`config.mk`:
```
export PLATFORM = sky130hd
export DESIGN_NAME = additive_sprite_blend_clip_unit
export DESIGN_NICKNAME = d
export VERILOG_FILES = /design/src/hw/rtl/asbc_pkg.sv /design/src/hw/rtl/asbc_cfg.sv /design/src/hw/rtl/asbc_pos.sv /design/src/hw/rtl/asbc_blend.sv /design/src/hw/rtl/additive_sprite_blend_clip_unit.sv
export SDC_FILE = /design/constraint.sdc
export NUM_CORES = 1
export LEC_CHECK = 0
export ABC_CLOCK_PERIOD_IN_PS = 8000
export BUFFER_PORTS_ARGS = -buffer_cell sky130_fd_sc_hd__buf_2
export CAP_MARGIN = 20
export CORE_MARGIN = 3
export CORE_UTILIZATION = 25
export CTS_BUF_LIST = sky130_fd_sc_hd__clkbuf_8
export CTS_CLUSTER_DIAMETER = 40
export DETAILED_ROUTE_END_ITERATION = 7
export MAX_ROUTING_LAYER = met4
export PLACE_DENSITY = 0.41
export SLEW_MARGIN = 20
export SYNTH_ARGS = -nofsm -noshare
export SYNTH_HDL_FRONTEND = slang
export SYNTH_SLANG_ARGS = --single-unit
export TNS_END_PERCENT = 50
```
`constraint.sdc`:
```
create_clock -name i_clk -period 8 [get_ports i_clk]
set_input_delay 1.2 -clock i_clk [delete_from_list [all_inputs] [get_ports i_clk]]
set_output_delay 1.2 -clock i_clk [all_outputs]
set_load 0.01 [all_outputs]
```
`src/hw/rtl/asbc_pkg.sv`:
```
// ----------------------------------------------------------------------------
// asbc_pkg
// Shared constants, types and helpers of the additive sprite blend clip unit.
// ----------------------------------------------------------------------------
package asbc_pkg;

    localparam int MAX_SIDE_DEF = 4096;  // Largest image or screen side.
    localparam int SIZE_W       = 13;    // Width of the size registers.
    localparam int CENTER_W     = 14;    // Width of the center registers.
    localparam int CFG_IDX_W    = 3;
    localparam int CFG_DATA_W   = 14;
    localparam int CHAN_W       = 8;
    localparam int INDEX_W      = 24;

    localparam logic [CHAN_W-1:0] CHAN_MAX = 8'd255;

    localparam logic [SIZE_W-1:0]   SCREEN_WIDTH_RST  = 13'd1024;
    localparam logic [SIZE_W-1:0]   SCREEN_HEIGHT_RST = 13'd768;
    localparam logic [CENTER_W-1:0] CENTER_X_RST      = 14'd512;
    localparam logic [CENTER_W-1:0] CENTER_Y_RST      = 14'd384;
    localparam logic [SIZE_W-1:0]   IMAGE_WIDTH_RST   = 13'd256;
    localparam logic [SIZE_W-1:0]   IMAGE_HEIGHT_RST  = 13'd256;

    typedef enum logic [CFG_IDX_W-1:0] {
        CFG_SCREEN_WIDTH  = 3'd0,
        CFG_SCREEN_HEIGHT = 3'd1,
        CFG_CENTER_X      = 3'd2,
        CFG_CENTER_Y      = 3'd3,
        CFG_IMAGE_WIDTH   = 3'd4,
        CFG_IMAGE_HEIGHT  = 3'd5
    } t_cfg_idx;

    typedef struct packed {
        logic [CHAN_W-1:0] blue;
        logic [CHAN_W-1:0] green;
        logic [CHAN_W-1:0] red;
    } t_rgb;

    // Channel sum that sticks at full scale instead of wrapping.
    function automatic logic [CHAN_W-1:0] sat_add(input logic [CHAN_W-1:0] a,
                                                  input logic [CHAN_W-1:0] b);
        logic [CHAN_W:0] sum;
        sum = {1'b0, a} + {1'b0, b};
        return sum[CHAN_W] ? CHAN_MAX : sum[CHAN_W-1:0];
    endfunction

endpackage

```
`src/hw/rtl/asbc_cfg.sv`:
```
// ----------------------------------------------------------------------------
// asbc_cfg
// Geometry registers with write port; presents sizes clamped to the legal range.
// ----------------------------------------------------------------------------
module asbc_cfg #(
    parameter int  MAX_SIDE = asbc_pkg::MAX_SIDE_DEF,
    localparam int SIDE_W   = $clog2(MAX_SIDE + 1)
) (
    input  logic                                    i_clk,
    input  logic                                    i_rst_n,
    input  logic                                    i_cfg_we,
    input  logic [asbc_pkg::CFG_IDX_W-1:0]          i_cfg_index,
    input  logic [asbc_pkg::CFG_DATA_W-1:0]         i_cfg_data,
    output logic [SIDE_W-1:0]                       o_screen_w,
    output logic [SIDE_W-1:0]                       o_screen_h,
    output logic [SIDE_W-1:0]                       o_image_w,
    output logic [SIDE_W-1:0]                       o_image_h,
    output logic signed [asbc_pkg::CENTER_W-1:0]    o_center_x,
    output logic signed [asbc_pkg::CENTER_W-1:0]    o_center_y
);

    logic [asbc_pkg::SIZE_W-1:0]   r_screen_w;
    logic [asbc_pkg::SIZE_W-1:0]   r_screen_h;
    logic [asbc_pkg::CENTER_W-1:0] r_center_x;
    logic [asbc_pkg::CENTER_W-1:0] r_center_y;
    logic [asbc_pkg::SIZE_W-1:0]   r_image_w;
    logic [asbc_pkg::SIZE_W-1:0]   r_image_h;

    // Limits a size to MAX_SIDE; image sizes of zero are taken as one.
    function automatic logic [SIDE_W-1:0] clamp_side(
        input logic [asbc_pkg::SIZE_W-1:0] v,
        input logic                        zero_is_one
    );
        logic [SIDE_W-1:0] res;
        if (32'(v) > 32'(MAX_SIDE)) begin
            res = SIDE_W'(MAX_SIDE);
        end else if (zero_is_one && (v == '0)) begin
            res = SIDE_W'(1);
        end else begin
            res = SIDE_W'(v);
        end
        return res;
    endfunction

    always_ff @(posedge i_clk) begin
        if (!i_rst_n) begin
            r_screen_w <= asbc_pkg::SCREEN_WIDTH_RST;
            r_screen_h <= asbc_pkg::SCREEN_HEIGHT_RST;
            r_center_x <= asbc_pkg::CENTER_X_RST;
            r_center_y <= asbc_pkg::CENTER_Y_RST;
            r_image_w  <= asbc_pkg::IMAGE_WIDTH_RST;
            r_image_h  <= asbc_pkg::IMAGE_HEIGHT_RST;
        end else if (i_cfg_we) begin
            unique case (asbc_pkg::t_cfg_idx'(i_cfg_index))
                asbc_pkg::CFG_SCREEN_WIDTH:  r_screen_w <= i_cfg_data[asbc_pkg::SIZE_W-1:0];
                asbc_pkg::CFG_SCREEN_HEIGHT: r_screen_h <= i_cfg_data[asbc_pkg::SIZE_W-1:0];
                asbc_pkg::CFG_CENTER_X:      r_center_x <= i_cfg_data;
                asbc_pkg::CFG_CENTER_Y:      r_center_y <= i_cfg_data;
                asbc_pkg::CFG_IMAGE_WIDTH:   r_image_w  <= i_cfg_data[asbc_pkg::SIZE_W-1:0];
                asbc_pkg::CFG_IMAGE_HEIGHT:  r_image_h  <= i_cfg_data[asbc_pkg::SIZE_W-1:0];
                default: begin
                end
            endcase
        end
    end

    assign o_screen_w = clamp_side(r_screen_w, 1'b0);
    assign o_screen_h = clamp_side(r_screen_h, 1'b0);
    assign o_image_w  = clamp_side(r_image_w, 1'b1);
    assign o_image_h  = clamp_side(r_image_h, 1'b1);
    assign o_center_x = $signed(r_center_x);
    assign o_center_y = $signed(r_center_y);

endmodule

```
`src/hw/rtl/asbc_pos.sv`:
```
// ----------------------------------------------------------------------------
// asbc_pos
// Input register stage: raster counters and target screen coordinates.
// ----------------------------------------------------------------------------
module asbc_pos #(
    parameter int  MAX_SIDE = asbc_pkg::MAX_SIDE_DEF,
    localparam int SIDE_W   = $clog2(MAX_SIDE + 1),
    localparam int CNT_W    = $clog2(MAX_SIDE),
    localparam int POS_W    = ((asbc_pkg::CENTER_W > CNT_W + 1) ?
                               asbc_pkg::CENTER_W : CNT_W + 1) + 2
) (
    input  logic                                 i_clk,
    input  logic                                 i_rst_n,
    input  logic                                 i_valid,
    output logic                                 o_stall,
    input  asbc_pkg::t_rgb                       i_image,
    input  asbc_pkg::t_rgb                       i_screen,
    input  logic                                 i_advance,
    input  logic [SIDE_W-1:0]                    i_image_w,
    input  logic [SIDE_W-1:0]                    i_image_h,
    input  logic signed [asbc_pkg::CENTER_W-1:0] i_center_x,
    input  logic signed [asbc_pkg::CENTER_W-1:0] i_center_y,
    output logic                                 o_valid,
    output logic signed [POS_W-1:0]              o_tx,
    output logic signed [POS_W-1:0]              o_ty,
    output asbc_pkg::t_rgb                       o_image,
    output asbc_pkg::t_rgb                       o_screen,
    output logic                                 o_last
);

    logic                    r_valid;
    logic [CNT_W-1:0]        r_col;
    logic [CNT_W-1:0]        r_row;
    logic signed [POS_W-1:0] r_tx;
    logic signed [POS_W-1:0] r_ty;
    asbc_pkg::t_rgb          r_image;
    asbc_pkg::t_rgb          r_screen;
    logic                    r_last;

    logic                    n_valid;
    logic [CNT_W-1:0]        n_col;
    logic [CNT_W-1:0]        n_row;
    logic signed [POS_W-1:0] n_tx;
    logic signed [POS_W-1:0] n_ty;
    logic                    take;
    logic                    end_row;
    logic                    end_img;

    assign o_stall = r_valid && !i_advance;
    assign take    = i_valid && !o_stall;

    assign end_row = (32'(r_col) + 32'd1) >= 32'(i_image_w);
    assign end_img = end_row && ((32'(r_row) + 32'd1) >= 32'(i_image_h));

    // Top-left corner sits at center minus half the size, rounded down.
    assign n_tx = POS_W'(i_center_x) - POS_W'(i_image_w >> 1) + POS_W'(r_col);
    assign n_ty = POS_W'(i_center_y) - POS_W'(i_image_h >> 1) + POS_W'(r_row);

    always_comb begin
        n_col = r_col;
        n_row = r_row;
        if (take) begin
            priority if (end_img) begin
                n_col = '0;
                n_row = '0;
            end else if (end_row) begin
                n_col = '0;
                n_row = r_row + CNT_W'(1);
            end else begin
                n_col = r_col + CNT_W'(1);
            end
        end
    end

    always_comb begin
        priority if (take) begin
            n_valid = 1'b1;
        end else if (i_advance) begin
            n_valid = 1'b0;
        end else begin
            n_valid = r_valid;
        end
    end

    always_ff @(posedge i_clk) begin
        if (!i_rst_n) begin
            r_valid <= 1'b0;
            r_col   <= '0;
            r_row   <= '0;
        end else begin
            r_valid <= n_valid;
            r_col   <= n_col;
            r_row   <= n_row;
        end
    end

    always_ff @(posedge i_clk) begin
        if (take) begin
            r_tx     <= n_tx;
            r_ty     <= n_ty;
            r_image  <= i_image;
            r_screen <= i_screen;
            r_last   <= end_img;
        end
    end

    assign o_valid  = r_valid;
    assign o_tx     = r_tx;
    assign o_ty     = r_ty;
    assign o_image  = r_image;
    assign o_screen = r_screen;
    assign o_last   = r_last;

endmodule

```
`src/hw/rtl/asbc_blend.sv`:
```
// ----------------------------------------------------------------------------
// asbc_blend
// Result register stage: clipping, pixel index and saturating channel adds.
// ----------------------------------------------------------------------------
module asbc_blend #(
    parameter int  MAX_SIDE = asbc_pkg::MAX_SIDE_DEF,
    localparam int SIDE_W   = $clog2(MAX_SIDE + 1),
    localparam int CNT_W    = $clog2(MAX_SIDE),
    localparam int POS_W    = ((asbc_pkg::CENTER_W > CNT_W + 1) ?
                               asbc_pkg::CENTER_W : CNT_W + 1) + 2,
    localparam int PROD_W   = CNT_W + SIDE_W + 1
) (
    input  logic                             i_clk,
    input  logic                             i_rst_n,
    input  logic                             i_valid,
    output logic                             o_advance,
    input  logic signed [POS_W-1:0]          i_tx,
    input  logic signed [POS_W-1:0]          i_ty,
    input  asbc_pkg::t_rgb                   i_image,
    input  asbc_pkg::t_rgb                   i_screen,
    input  logic                             i_last,
    input  logic [SIDE_W-1:0]                i_screen_w,
    input  logic [SIDE_W-1:0]                i_screen_h,
    input  logic                             i_stall,
    output logic                             o_valid,
    output logic                             o_write_enable,
    output logic [asbc_pkg::INDEX_W-1:0]     o_pixel_index,
    output asbc_pkg::t_rgb                   o_rgb,
    output logic                             o_last
);

    logic                         r_valid;
    logic                         r_write_enable;
    logic [asbc_pkg::INDEX_W-1:0] r_pixel_index;
    asbc_pkg::t_rgb               r_rgb;
    logic                         r_last;

    logic                         in_bounds;
    logic [PROD_W-1:0]            index_full;
    logic [asbc_pkg::INDEX_W-1:0] n_pixel_index;
    asbc_pkg::t_rgb               n_rgb;

    assign o_advance = !r_valid || !i_stall;

    assign in_bounds = !i_tx[POS_W-1] && !i_ty[POS_W-1] &&
                       (32'($unsigned(i_tx)) < 32'(i_screen_w)) &&
                       (32'($unsigned(i_ty)) < 32'(i_screen_h));

    // Inside the screen both coordinates are below MAX_SIDE, so the low
    // counter-width bits carry them completely.
    assign index_full = PROD_W'(i_ty[CNT_W-1:0]) * PROD_W'(i_screen_w) +
                        PROD_W'(i_tx[CNT_W-1:0]);

    always_comb begin
        if (in_bounds) begin
            n_pixel_index = asbc_pkg::INDEX_W'(index_full);
            n_rgb.blue    = asbc_pkg::sat_add(i_screen.blue, i_image.blue);
            n_rgb.green   = asbc_pkg::sat_add(i_screen.green, i_image.green);
            n_rgb.red     = asbc_pkg::sat_add(i_screen.red, i_image.red);
        end else begin
            n_pixel_index = '0;
            n_rgb         = '0;
        end
    end

    always_ff @(posedge i_clk) begin
        if (!i_rst_n) begin
            r_valid <= 1'b0;
        end else if (o_advance) begin
            r_valid <= i_valid;
        end
    end

    always_ff @(posedge i_clk) begin
        if (o_advance && i_valid) begin
            r_write_enable <= in_bounds;
            r_pixel_index  <= n_pixel_index;
            r_rgb          <= n_rgb;
            r_last         <= i_last;
        end
    end

    assign o_valid        = r_valid;
    assign o_write_enable = r_write_enable;
    assign o_pixel_index  = r_pixel_index;
    assign o_rgb          = r_rgb;
    assign o_last         = r_last;

endmodule

```
`src/hw/rtl/additive_sprite_blend_clip_unit.sv`:
```
// ----------------------------------------------------------------------------
// additive_sprite_blend_clip_unit
// Additive glow blit with screen clipping, one raster pixel per word.
// ----------------------------------------------------------------------------
// An accepted input word passes through the input register and then the result register to its result word.
// Throughput: one word per cycle while the receiver does not stall, set by the two-register pipeline.
// The input register and the result register each advance when the stage
// after them is empty or is being drained, so stalls cost no bubbles.
// Reset (synchronous, active low) empties the pipeline, clears the raster
// counters and loads the geometry registers with their default values.
// ----------------------------------------------------------------------------
module additive_sprite_blend_clip_unit #(
    parameter int MAX_SIDE = asbc_pkg::MAX_SIDE_DEF
) (
    input  logic                                i_clk,
    input  logic                                i_rst_n,
    // Configuration write port.
    input  logic                                i_cfg_we,
    input  logic [asbc_pkg::CFG_IDX_W-1:0]      i_cfg_index,
    input  logic [asbc_pkg::CFG_DATA_W-1:0]     i_cfg_data,
    // Input pixel channel.
    input  logic                                i_valid,
    output logic                                o_stall,
    input  logic [asbc_pkg::CHAN_W-1:0]         i_image_blue,
    input  logic [asbc_pkg::CHAN_W-1:0]         i_image_green,
    input  logic [asbc_pkg::CHAN_W-1:0]         i_image_red,
    input  logic [asbc_pkg::CHAN_W-1:0]         i_screen_blue,
    input  logic [asbc_pkg::CHAN_W-1:0]         i_screen_green,
    input  logic [asbc_pkg::CHAN_W-1:0]         i_screen_red,
    // Result channel.
    output logic                                o_valid,
    input  logic                                i_stall,
    output logic                                o_write_enable,
    output logic [asbc_pkg::INDEX_W-1:0]        o_pixel_index,
    output logic [asbc_pkg::CHAN_W-1:0]         o_out_blue,
    output logic [asbc_pkg::CHAN_W-1:0]         o_out_green,
    output logic [asbc_pkg::CHAN_W-1:0]         o_out_red,
    output logic                                o_last_pixel
);

    localparam int SIDE_W = $clog2(MAX_SIDE + 1);
    localparam int CNT_W  = $clog2(MAX_SIDE);
    localparam int POS_W  = ((asbc_pkg::CENTER_W > CNT_W + 1) ?
                             asbc_pkg::CENTER_W : CNT_W + 1) + 2;

    // Clamped geometry. The user must only change it while the pipeline is empty,
    // so that both stages can read it directly; the block does not enforce this.
    logic [SIDE_W-1:0]                    screen_w;
    logic [SIDE_W-1:0]                    screen_h;
    logic [SIDE_W-1:0]                    image_w;
    logic [SIDE_W-1:0]                    image_h;
    logic signed [asbc_pkg::CENTER_W-1:0] center_x;
    logic signed [asbc_pkg::CENTER_W-1:0] center_y;

    asbc_pkg::t_rgb          in_image;
    asbc_pkg::t_rgb          in_screen;
    asbc_pkg::t_rgb          pos_image;
    asbc_pkg::t_rgb          pos_screen;
    asbc_pkg::t_rgb          out_rgb;
    logic                    pos_valid;
    logic signed [POS_W-1:0] pos_tx;
    logic signed [POS_W-1:0] pos_ty;
    logic                    pos_last;
    logic                    blend_advance;

    assign in_image.blue   = i_image_blue;
    assign in_image.green  = i_image_green;
    assign in_image.red    = i_image_red;
    assign in_screen.blue  = i_screen_blue;
    assign in_screen.green = i_screen_green;
    assign in_screen.red   = i_screen_red;

    asbc_cfg #(
        .MAX_SIDE (MAX_SIDE)
    ) u_cfg (
        .i_clk       (i_clk),
        .i_rst_n     (i_rst_n),
        .i_cfg_we    (i_cfg_we),
        .i_cfg_index (i_cfg_index),
        .i_cfg_data  (i_cfg_data),
        .o_screen_w  (screen_w),
        .o_screen_h  (screen_h),
        .o_image_w   (image_w),
        .o_image_h   (image_h),
        .o_center_x  (center_x),
        .o_center_y  (center_y)
    );

    // First stage: walks the image in raster order and works out where the
    // current pixel lands on the screen.
    asbc_pos #(
        .MAX_SIDE (MAX_SIDE)
    ) u_pos (
        .i_clk      (i_clk),
        .i_rst_n    (i_rst_n),
        .i_valid    (i_valid),
        .o_stall    (o_stall),
        .i_image    (in_image),
        .i_screen   (in_screen),
        .i_advance  (blend_advance),
        .i_image_w  (image_w),
        .i_image_h  (image_h),
        .i_center_x (center_x),
        .i_center_y (center_y),
        .o_valid    (pos_valid),
        .o_tx       (pos_tx),
        .o_ty       (pos_ty),
        .o_image    (pos_image),
        .o_screen   (pos_screen),
        .o_last     (pos_last)
    );

    // Second stage: clips against the screen, forms the linear pixel index
    // and adds the glow onto the screen color with saturation.
    asbc_blend #(
        .MAX_SIDE (MAX_SIDE)
    ) u_blend (
        .i_clk          (i_clk),
        .i_rst_n        (i_rst_n),
        .i_valid        (pos_valid),
        .o_advance      (blend_advance),
        .i_tx           (pos_tx),
        .i_ty           (pos_ty),
        .i_image        (pos_image),
        .i_screen       (pos_screen),
        .i_last         (pos_last),
        .i_screen_w     (screen_w),
        .i_screen_h     (screen_h),
        .i_stall        (i_stall),
        .o_valid        (o_valid),
        .o_write_enable (o_write_enable),
        .o_pixel_index  (o_pixel_index),
        .o_rgb          (out_rgb),
        .o_last         (o_last_pixel)
    );

    assign o_out_blue  = out_rgb.blue;
    assign o_out_green = out_rgb.green;
    assign o_out_red   = out_rgb.red;

endmodule

```
# == Yosys cells after proc, flatten, opt, wreduce, memory -nomap -nowiden ==
# Index checks and enable logic that the tools add are counted.
# W data, S select, Z words.
# op_classes
n_addsub,12
mul,1
order_cmp,8
n_eq_ne,5
muxes,15
reduce_logical,26
# op_table
operator,n
$mux W13,6
$ge A32 B13 Y1,2
$gt A13 B13 Y1 const B,4
$mux W12,4
$add A16 B12 Y16,2
$lt A16 B13 Y1,2
$sub A14 B13 Y15,2
$add A8 B8 Y9,3
$add A12 B1 Y13 const B,2
$logic_not A13 Y1,2
$add A12 B1 Y12 const B,2
$add A24 B12 Y24,1
$mul A12 B13 Y24,1
$mux W8,3
$reduce_and A2 Y1,7
$logic_and A1 B1 Y1,7
$eq A3 B2 Y1 const B,2
$eq A3 B3 Y1 const B,2
$logic_not A1 Y1,6
$reduce_bool A2 Y1,2
$eq A3 B1 Y1 const B,1
$logic_not A3 Y1,1
$mux W1,2
$logic_or A1 B1 Y1,1
# totals
register_bits,237
output_inout_bits,52
word_cells,92

# == Depth between registers and ports, before layout ==
# Gate-level depths: netlist (run 1).
# logic_depth
ltp_word,7
ltp_mapped,22
ltp_nobuf,20

# == By module ==
# Synthesis (run 1) repeated with hierarchy kept, for this count alone.
# hier_totals
cells_unflattened,1983
area_unflattened_um2,18551.5
# modules_own_cells
module,instances,cells_each,area_each_um2,seq_area_each_um2
asbc_blend,1,974,8822.2,1521.5
asbc_pos,1,603,6383.6,2932.8
asbc_cfg,1,406,3345.7,1601.5

# == Worst setup path after synthesis (run 1) ==
# No wires, ideal clock.
# synth_timing
path_type,register to register
startpoint,reg u_cfg.r_screen_w[12] (netlist bit)
endpoint,"reg u_blend.r_pixel_index (netlist bit u_blend.o_pixel_index[19]), data pin"
setup_ns,0.254
arrival_ns,5.478
required_ns,7.746
setup_slack_ns,2.268
stages_incl_launch_ff,22
n_path_buf,2
path_cell_list,dfxtp_1 > clkbuf_1 > nor2b_1 > clkbuf_1 > and2_1 > fa_1 > inv_1 > fa_1 > inv_1 > fa_1 > inv_1 > fa_1 > fa_1 > inv_1 > ha_1 > a211o_1 > a31oi_1 > o21ai_0 > a21bo_2 > a211oi_1 > xor2_1 > nor2_1
# synth_via
elab_chain_cells,5
elab_cells_between_ends,7
# synth_lines
item,line_no,source
start: declaration,asbc_cfg.sv:22,logic [asbc_pkg::SIZE_W-1:0] r_screen_w;
start signal: assignment,asbc_cfg.sv:47,r_screen_w <= asbc_pkg::SCREEN_WIDTH_RST;
start signal: assignment,asbc_cfg.sv:55,asbc_pkg::CFG_SCREEN_WIDTH: r_screen_w <= i_cfg_data[asbc_pkg::SIZE_W-1:0];
$gt A13 B13 Y1,asbc_cfg.sv:35,if (32'(v) > 32'(MAX_SIDE)) begin
$mux W13 (*),asbc_cfg.sv:35,
branches (longest 3 deep; another with $mul A12 B13 Y24),-,
end signal: assignment,asbc_blend.sv:77,r_pixel_index <= n_pixel_index;
end: declaration,asbc_blend.sv:34,logic [asbc_pkg::INDEX_W-1:0] r_pixel_index;
# Every way passes the cells marked *.
# A chain may end at the register's enable or synchronous reset.

# == Final worst setup path (run 1) ==
# layout_timing
startpoint,reg u_cfg.r_screen_w[12] (netlist bit)
endpoint,"reg u_blend.r_pixel_index (netlist bit u_blend.o_pixel_index[21]), data pin"
# Same word-level chain as after synthesis.

==> flow_summary.toml, run 1 <==
[clock_tree]
cts_hold_buf = 0
tritoncts = "built"
post_cts_resize_count = 0
cts_setup_buffers = 0
root_buffer = "clkbuf_8"
clkLatencyLatePin_ps = 660
cts_inserted_buffers = 57
cts-htree-levels = 2
cts_max_path_buffers = 3
clock-sinks = 237
clk_pin_slew_ps = 60

[final_layout]
final_cell_mix = "nand2_1, inv_1, ha_1, edfxtp_1, fa_1"
diodes = 0
final_common_cell = "nand2_1"
drive_above_1_share_pct = 12.78
layout.nets = 2493
fin_area_mm2 = 0.02171
fin_cells = 3111
fillers = 7808
synthToLayoutAreaGrowth_pct = 16.54

[pwr]
irDropWorstVdd_v = 0.00009222
powerDensity_mw_per_mm2 = 176.2
p_leak_nw = 9.574

[place]
gp_congestion = 0.8138
io_buffers = 121
dpl-instance-area_mm2 = 0.02026
dp_hpwl_um = 37110
dp_cells = 3003

[hold_path]
whs_endpoint = "u_blend.o_last"
hold_class = "register to register"
whs_path_depth = 0
hp-start = "u_pos.o_last"

[synth]
ys_ff_latch = 237
synthArstFlopShare_pct = 0
synth_edf_count = 131
synthCells = 1976
syn-cell-area_mm2 = 0.01863
ys_types = 63
synth_fp_nets = 2365
synth_flop_cell = "edfxtp_1"
yosys_warnings = 0
syn_avg_cell_area_um2 = 9.426
seq_area_frac_synth_pct = 32.51

[setup_path]
reg2reg_slack_ps = 1680
r2r-start = "u_cfg.r_screen_w[12]"
reg2reg_depth = 20
worstSetupEndpointType = "register"
r2r_end = "u_blend.o_pixel_index[21]"
crit_slowest_cell = "nor2b_1"
crit_path_start_kind = "register"
cp_cell_sequence = "buf_4 -> nor2b_1 -> and2_1 -> fa_1 -> inv_1 -> fa_1 -> inv_1 -> fa_1 -> fa_1 -> inv_1 -> fa_1 -> inv_1 -> ha_1 -> o21a_1 -> nand2_1 -> o21ai_0 -> a21bo_2 -> a31oi_1 -> or3_1 -> a21oi_2"
cp_top_family = "adder cells"
crit_buf_inv = 5
critPathKind = "register to register"
cp_common_cell = "fa_1"
path_max_fanout = 19
cp_slowest_stage_delay_ps = 760
arrival_ps = 6780
crit_required_ps = 8460

[grt]
overflow = 0
grt_pass1_wl_um = 78700
grt_pass1_vias = 14130
grtUsageTotal_pct = 12.99
grt_start_max_net_pins = 112
antenna_found_initial = 0

[sta]
post-route-period-util_pct = 78.97
finalCriticalPeriod_ps = 6317
skew_ps = 63.90
drv_slew = 0
rsz0062_at_grt = "no"
worst_pin_slew_ps = 1041
fmax_mhz = 158.3
setup_viol = 0
maxSlewHeadroom_pct = 30.32
setup_tns_ps = 0
hold_violations = 0

[routing]
vias_per_cell = 4.452
drt_iter0_drc = 573
num_vias = 13850
dr.pass1.iters = 6
wl_per_cell_um = 15.72
routed_wl_um = 48920
antenna_left = 0
drc = 0

[floorplan]
die_x_um = 279.0
rows = 99
fp.coreArea_mm2 = 0.07333
fp.dieArea_mm2 = 0.07782
fp.dieH_um = 279.0
start_util_pct = 25.40
pin_count = 122

[job]
cap_violations = 0

[run_status]
status = "finished, final reports clean"
[through the flow]
stage	total power (W)	worst slack (ps)	utilization, %	hold slack (ps)
2_1_floorplan	0.001894	2268	-	400.3
3_3_place_gp	0.002088	1824	27.63	406.7
3_5_place_dp	0.002092	1714	27.63	410.7
4_1_cts	0.003914	1652	29.56	425.7
5_1_grt	0.004064	1294	29.60	454.1
6_report	0.003826	1683	29.60	422.7
[power by group]
group,internal (W),switching [W]
clock network,0.00112,0.000643
registers,0.00135,0.0000597
logic,0.000260,0.000392
total,0.00273,0.00109
[cells by family (layout without fill, tap and decap cells)]
logic type / count (synthesis) / after routing / share of synthesized area [%]
compound gates: 364 / 364 / 13.24
xor+xnor: 101 / 101 / 4.749
fa+ha+maj: 319 / 319 / 26.55
buf+inv: 289 / 465 / 6.052
flops: 237 / 237 / 32.51
simple gates: 666 / 666 / 16.90
[flip-flops by register name, indices dropped and copies added, names as in the netlist, 13 cells and up]
register / cells
u_pos.o_screen: 24
u_cfg.o_center_x: 14
u_cfg.r_screen_w: 13
u_cfg.r_image_w: 13
u_pos.o_ty: 16
u_blend.o_pixel_index: 24
u_cfg.r_image_h: 13
u_pos.o_tx: 16
u_pos.o_image: 24
u_cfg.r_screen_h: 13
u_blend.o_rgb: 24
u_cfg.o_center_y: 14
[final cells by class]
cell class                 instances  area (um2)  area share, %
clock buffer                      63       867.1          3.994
timing repair buffer             130       693.2          3.193
multi-input combinational       1450       11490          52.92
sequential                       237        6056          27.90
clock inverter                    44       546.8          2.519
inverter                         228       857.1          3.948
tap                              959        1200          5.527
[per-layer routing]
metal / routed length [um] / GRT usage, %
met1: 24240 / 17.59
met2: 21540 / 19.96
met3: 1858 / 2.107
met4: 1275 / 3.933
met5: 0 / -
[Yosys cell counts (15+ instances only)]
| cell type | number | share of area [%] |
|---|---|---|
| ha_1 | 192 | 13 |
| and2_1 | 90 | 3.0 |
| and3_1 | 15 | 0.50 |
| nand2b_1 | 16 | 0.54 |
| nor2b_1 | 30 | 1.0 |
| o21ai_0 | 61 | 1.6 |
| a21oi_1 | 76 | 2.0 |
| edfxtp_1 | 131 | 21 |
| nor3_1 | 23 | 0.62 |
| dfxtp_1 | 106 | 11 |
| nor2_1 | 64 | 1.3 |
| inv_1 | 227 | 4.6 |
| a21boi_0 | 79 | 3.2 |
| o21a_1 | 19 | 0.77 |
| nand3_1 | 42 | 1.1 |
| clkbuf_1 | 55 | 1.1 |
| xor2_1 | 47 | 2.2 |
| a21o_1 | 24 | 0.97 |
| nand2_1 | 331 | 6.7 |
| xnor2_1 | 54 | 2.5 |
| a21oi_2 | 22 | 1.0 |
| fa_1 | 127 | 14 |
[worst max-delay path by stage]
stage                                    start                        end  slack (ps)  cells past startpoint
after global routing      u_cfg.r_screen_w[12]  u_blend.o_pixel_index[19]        1290                     19
after floorplan           u_cfg.r_screen_w[12]  u_blend.o_pixel_index[19]        2270                     21
after global placement    u_cfg.r_screen_w[12]  u_blend.o_pixel_index[19]        1820                     19
final                     u_cfg.r_screen_w[12]  u_blend.o_pixel_index[21]        1680                     20
after CTS                 u_cfg.r_screen_w[12]  u_blend.o_pixel_index[21]        1650                     20
after detailed placement  u_cfg.r_screen_w[12]  u_blend.o_pixel_index[21]        1710                     20
(Power assumes the default switching activity.)
==> run 2, diff against run 1 <==
--- a/config.mk
+++ b/config.mk
@@ -5,7 +5,8 @@
 export SDC_FILE = /design/constraint.sdc
 export NUM_CORES = 1
 export LEC_CHECK = 0
-export ABC_CLOCK_PERIOD_IN_PS = 8000
+export ABC_AREA = 1
+export ABC_CLOCK_PERIOD_IN_PS = 5700
 export BUFFER_PORTS_ARGS = -buffer_cell sky130_fd_sc_hd__buf_2
 export CAP_MARGIN = 20
 export CORE_MARGIN = 3
@@ -14,7 +15,7 @@
 export CTS_CLUSTER_DIAMETER = 40
 export DETAILED_ROUTE_END_ITERATION = 7
 export MAX_ROUTING_LAYER = met4
-export PLACE_DENSITY = 0.41
+export PLACE_DENSITY = 0.42
 export SLEW_MARGIN = 20
 export SYNTH_ARGS = -nofsm -noshare
 export SYNTH_HDL_FRONTEND = slang
==> constraint.sdc (replaced) <==
create_clock -name i_clk -period 5.7 [get_ports i_clk]
set_input_delay 0.855 -clock i_clk [delete_from_list [all_inputs] [get_ports i_clk]]
set_output_delay 0.855 -clock i_clk [all_outputs]
set_load 0.01 [all_outputs]
==> flow_summary.toml, run 2 <==
[run_status]
status = "finished, final reports clean"

[clock_tree]
cts_inserted_buffers = 52
root_buffer = "clkbuf_8"
cts-htree-levels = 2
cts_hold_buf = 0
cts_max_path_buffers = 3
tritoncts = "built"
clock-sinks = 237
clk_pin_slew_ps = 60
clkLatencyLatePin_ps = 670

[synth]
synth_commonest_cells = "nand2_1, inv_1, nor2_1, ha_1, a21oi_1"
yosysTopAreaCell = "edfxtp_1"
syn_avg_cell_area_um2 = 8.413
synth_edf_count = 131
synth.area.top_cells = "edfxtp_1, fa_1, ha_1"
synth_top_area_share_pct = 21.52
synth_flop_cell = "edfxtp_1"
ys_types = 39
synthArstFlopShare_pct = 0
seq_area_frac_synth_pct = 33.13
yosysMostFrequentCell = "nand2_1"
synthCells = 2173
yosys_warnings = 0
syn-cell-area_mm2 = 0.01828
synth_fp_nets = 2562
ys_ff_latch = 237

[routing]
wl_per_cell_um = 15.23
dr.pass1.iters = 5
drc = 0
num_vias = 14800
routed_wl_um = 51650
antenna_left = 0
vias_per_cell = 4.363
drt_iter0_drc = 563

[place]
gp_congestion = 0.8617
dp_cells = 3286
dp_hpwl_um = 40960
io_buffers = 121
dpl-instance-area_mm2 = 0.02056

[setup_path]
path_max_fanout = 7
worstSetupEndpointType = "register"
crit_required_ps = 6000
critPathKind = "register to register"
reg2reg_slack_ps = 170
arrival_ps = 5830
crit_path_start_kind = "register"

[sta]
setup_viol = 0
post-route-period-util_pct = 96.98
hold_violations = 0
rsz0062_at_grt = "yes"
maxSlewHeadroom_pct = 39.18
setup_tns_ps = 0
skew_ps = 94.54
drv_slew = 0
fmax_mhz = 180.9
finalCriticalPeriod_ps = 5528
worst_pin_slew_ps = 908.9

[final_layout]
final_common_cell = "inv_1"
fillers = 7619
layout.nets = 2786
fin_util_pct = 31.06
drive_above_1_share_pct = 17.17
fin_cells = 3391
final_cell_mix = "inv_1, nand2_1, nor2_1, ha_1, a21oi_1"
multi_input_comb_area_mm2 = 0.01128
fin_area_mm2 = 0.02235
regArea_mm2 = 0.006058
synthToLayoutAreaGrowth_pct = 22.27

[grt]
overflow = 0
grt_pass1_vias = 15170
grt_pass1_wl_um = 82190
antenna_found_initial = 1
grtUsageTotal_pct = 13.71
grt_start_max_net_pins = 55

[floorplan]
pin_count = 122
fp.dieH_um = 276.4
start_util_pct = 25.40
die_x_um = 276.4
fp.coreArea_mm2 = 0.07198
fp.dieArea_mm2 = 0.07641
rows = 98

[job]
cap_violations = 0

[pwr]
p_leak_nw = 10.65
powerDensity_mw_per_mm2 = 264.8
power_w = 0.005919
irDropWorstVdd_v = 0.0002043

[hold_path]
hold_class = "input pin to register"
[run 2: cell types whose count changed after synthesis, sizes merged, moves of 16 or more]
cell    delta
nand2     +26
xor2      +23
a21o      -16
o21ai     +56
inv      +131
xnor2     -27
a21boi    -78
nor2     +256
nand2b    -16
clkbuf    -16
nor2b     -30
and2      -90
a21oi     +58
o21a      -18
[run 2: logic make-up after synthesis]
group | after synthesis | synth area share (%)
simple gates | 798 | 17.55
fa+ha+maj | 319 | 27.05
xor+xnor | 97 | 4.647
buf+inv | 404 | 8.364
flops | 237 | 33.13
compound gates | 318 | 9.267
[run 2: per-stage QoR]
step	hold WS, ps	setup WS, ps
final	402.4	172.2
after detailed placement	413.2	13.02
after CTS	322.0	17.02
after floorplan	400.3	244.0
after global placement	411.6	-5.467
after global routing	342.0	-104.3
[run 2: layout make-up]
| type | count | share of cell area, % |
|---|---|---|
| clock buffers | 54 | 3.325 |
| inverters | 361 | 6.146 |
| clock inverters | 43 | 1.758 |
| well taps | 950 | 5.318 |
| multi-input cells | 1533 | 50.45 |
| flip-flops and latches | 237 | 27.10 |
| diodes | 1 | 0.01120 |
| repair buffers | 212 | 5.889 |
[run 2: path summary, 6_finish.rpt]
path,depth (start not counted),from,end
hold reg to reg,0,u_pos.o_last,u_blend.o_last
setup / recovery,27,u_cfg.r_screen_w[1],u_blend.o_pixel_index[21]
setup reg to reg,27,u_cfg.r_screen_w[1],u_blend.o_pixel_index[21]
hold / removal,1,i_screen_green[0],u_pos.o_screen[8]
[run 2: worst max-delay path: stages, from the launching register on]
cell and delay (ps):
dfxtp_2 320, nor2_2 110, nand2_1 70, nor2_2 140, nand2_4 100, nand2_8 110, inv_8 40, nor2_4 140
buf_6 150, nand2_1 80, fa_1 560, inv_1 50, fa_1 450, fa_1 500, fa_1 540, inv_1 50
fa_1 520, inv_1 60, ha_4 310, nand2_4 90, o21ai_4 180, a21oi_4 50, o21bai_1 200, nand3_1 130
nand2_1 70, nand2_1 40, nand2_1 60, nor2_1 40
[run 2: timing repair]
item	in CTS	in global routing
pin swaps	1	70
cloned	0	1
setup endpoints to repair	9	15
buffers inserted	0	6
resized for setup	12	139
[run 2: layer usage]
layer  up-vias  GRT usage, %  share of wire (%)
met4         0         3.927                2.7
met5         -             -                  0
li1       7453             -                  -
met2       282         22.31                 46
met3       101         2.322                4.5
met1      6960         17.54                 47
[run 2: power breakdown]
| part | internal (W) | switching (W) |
|---|---|---|
| registers | 0.00191 | 0.0000711 |
| logic | 0.000778 | 0.00113 |
| clock network | 0.00117 | 0.000854 |
| total | 0.00387 | 0.00205 |
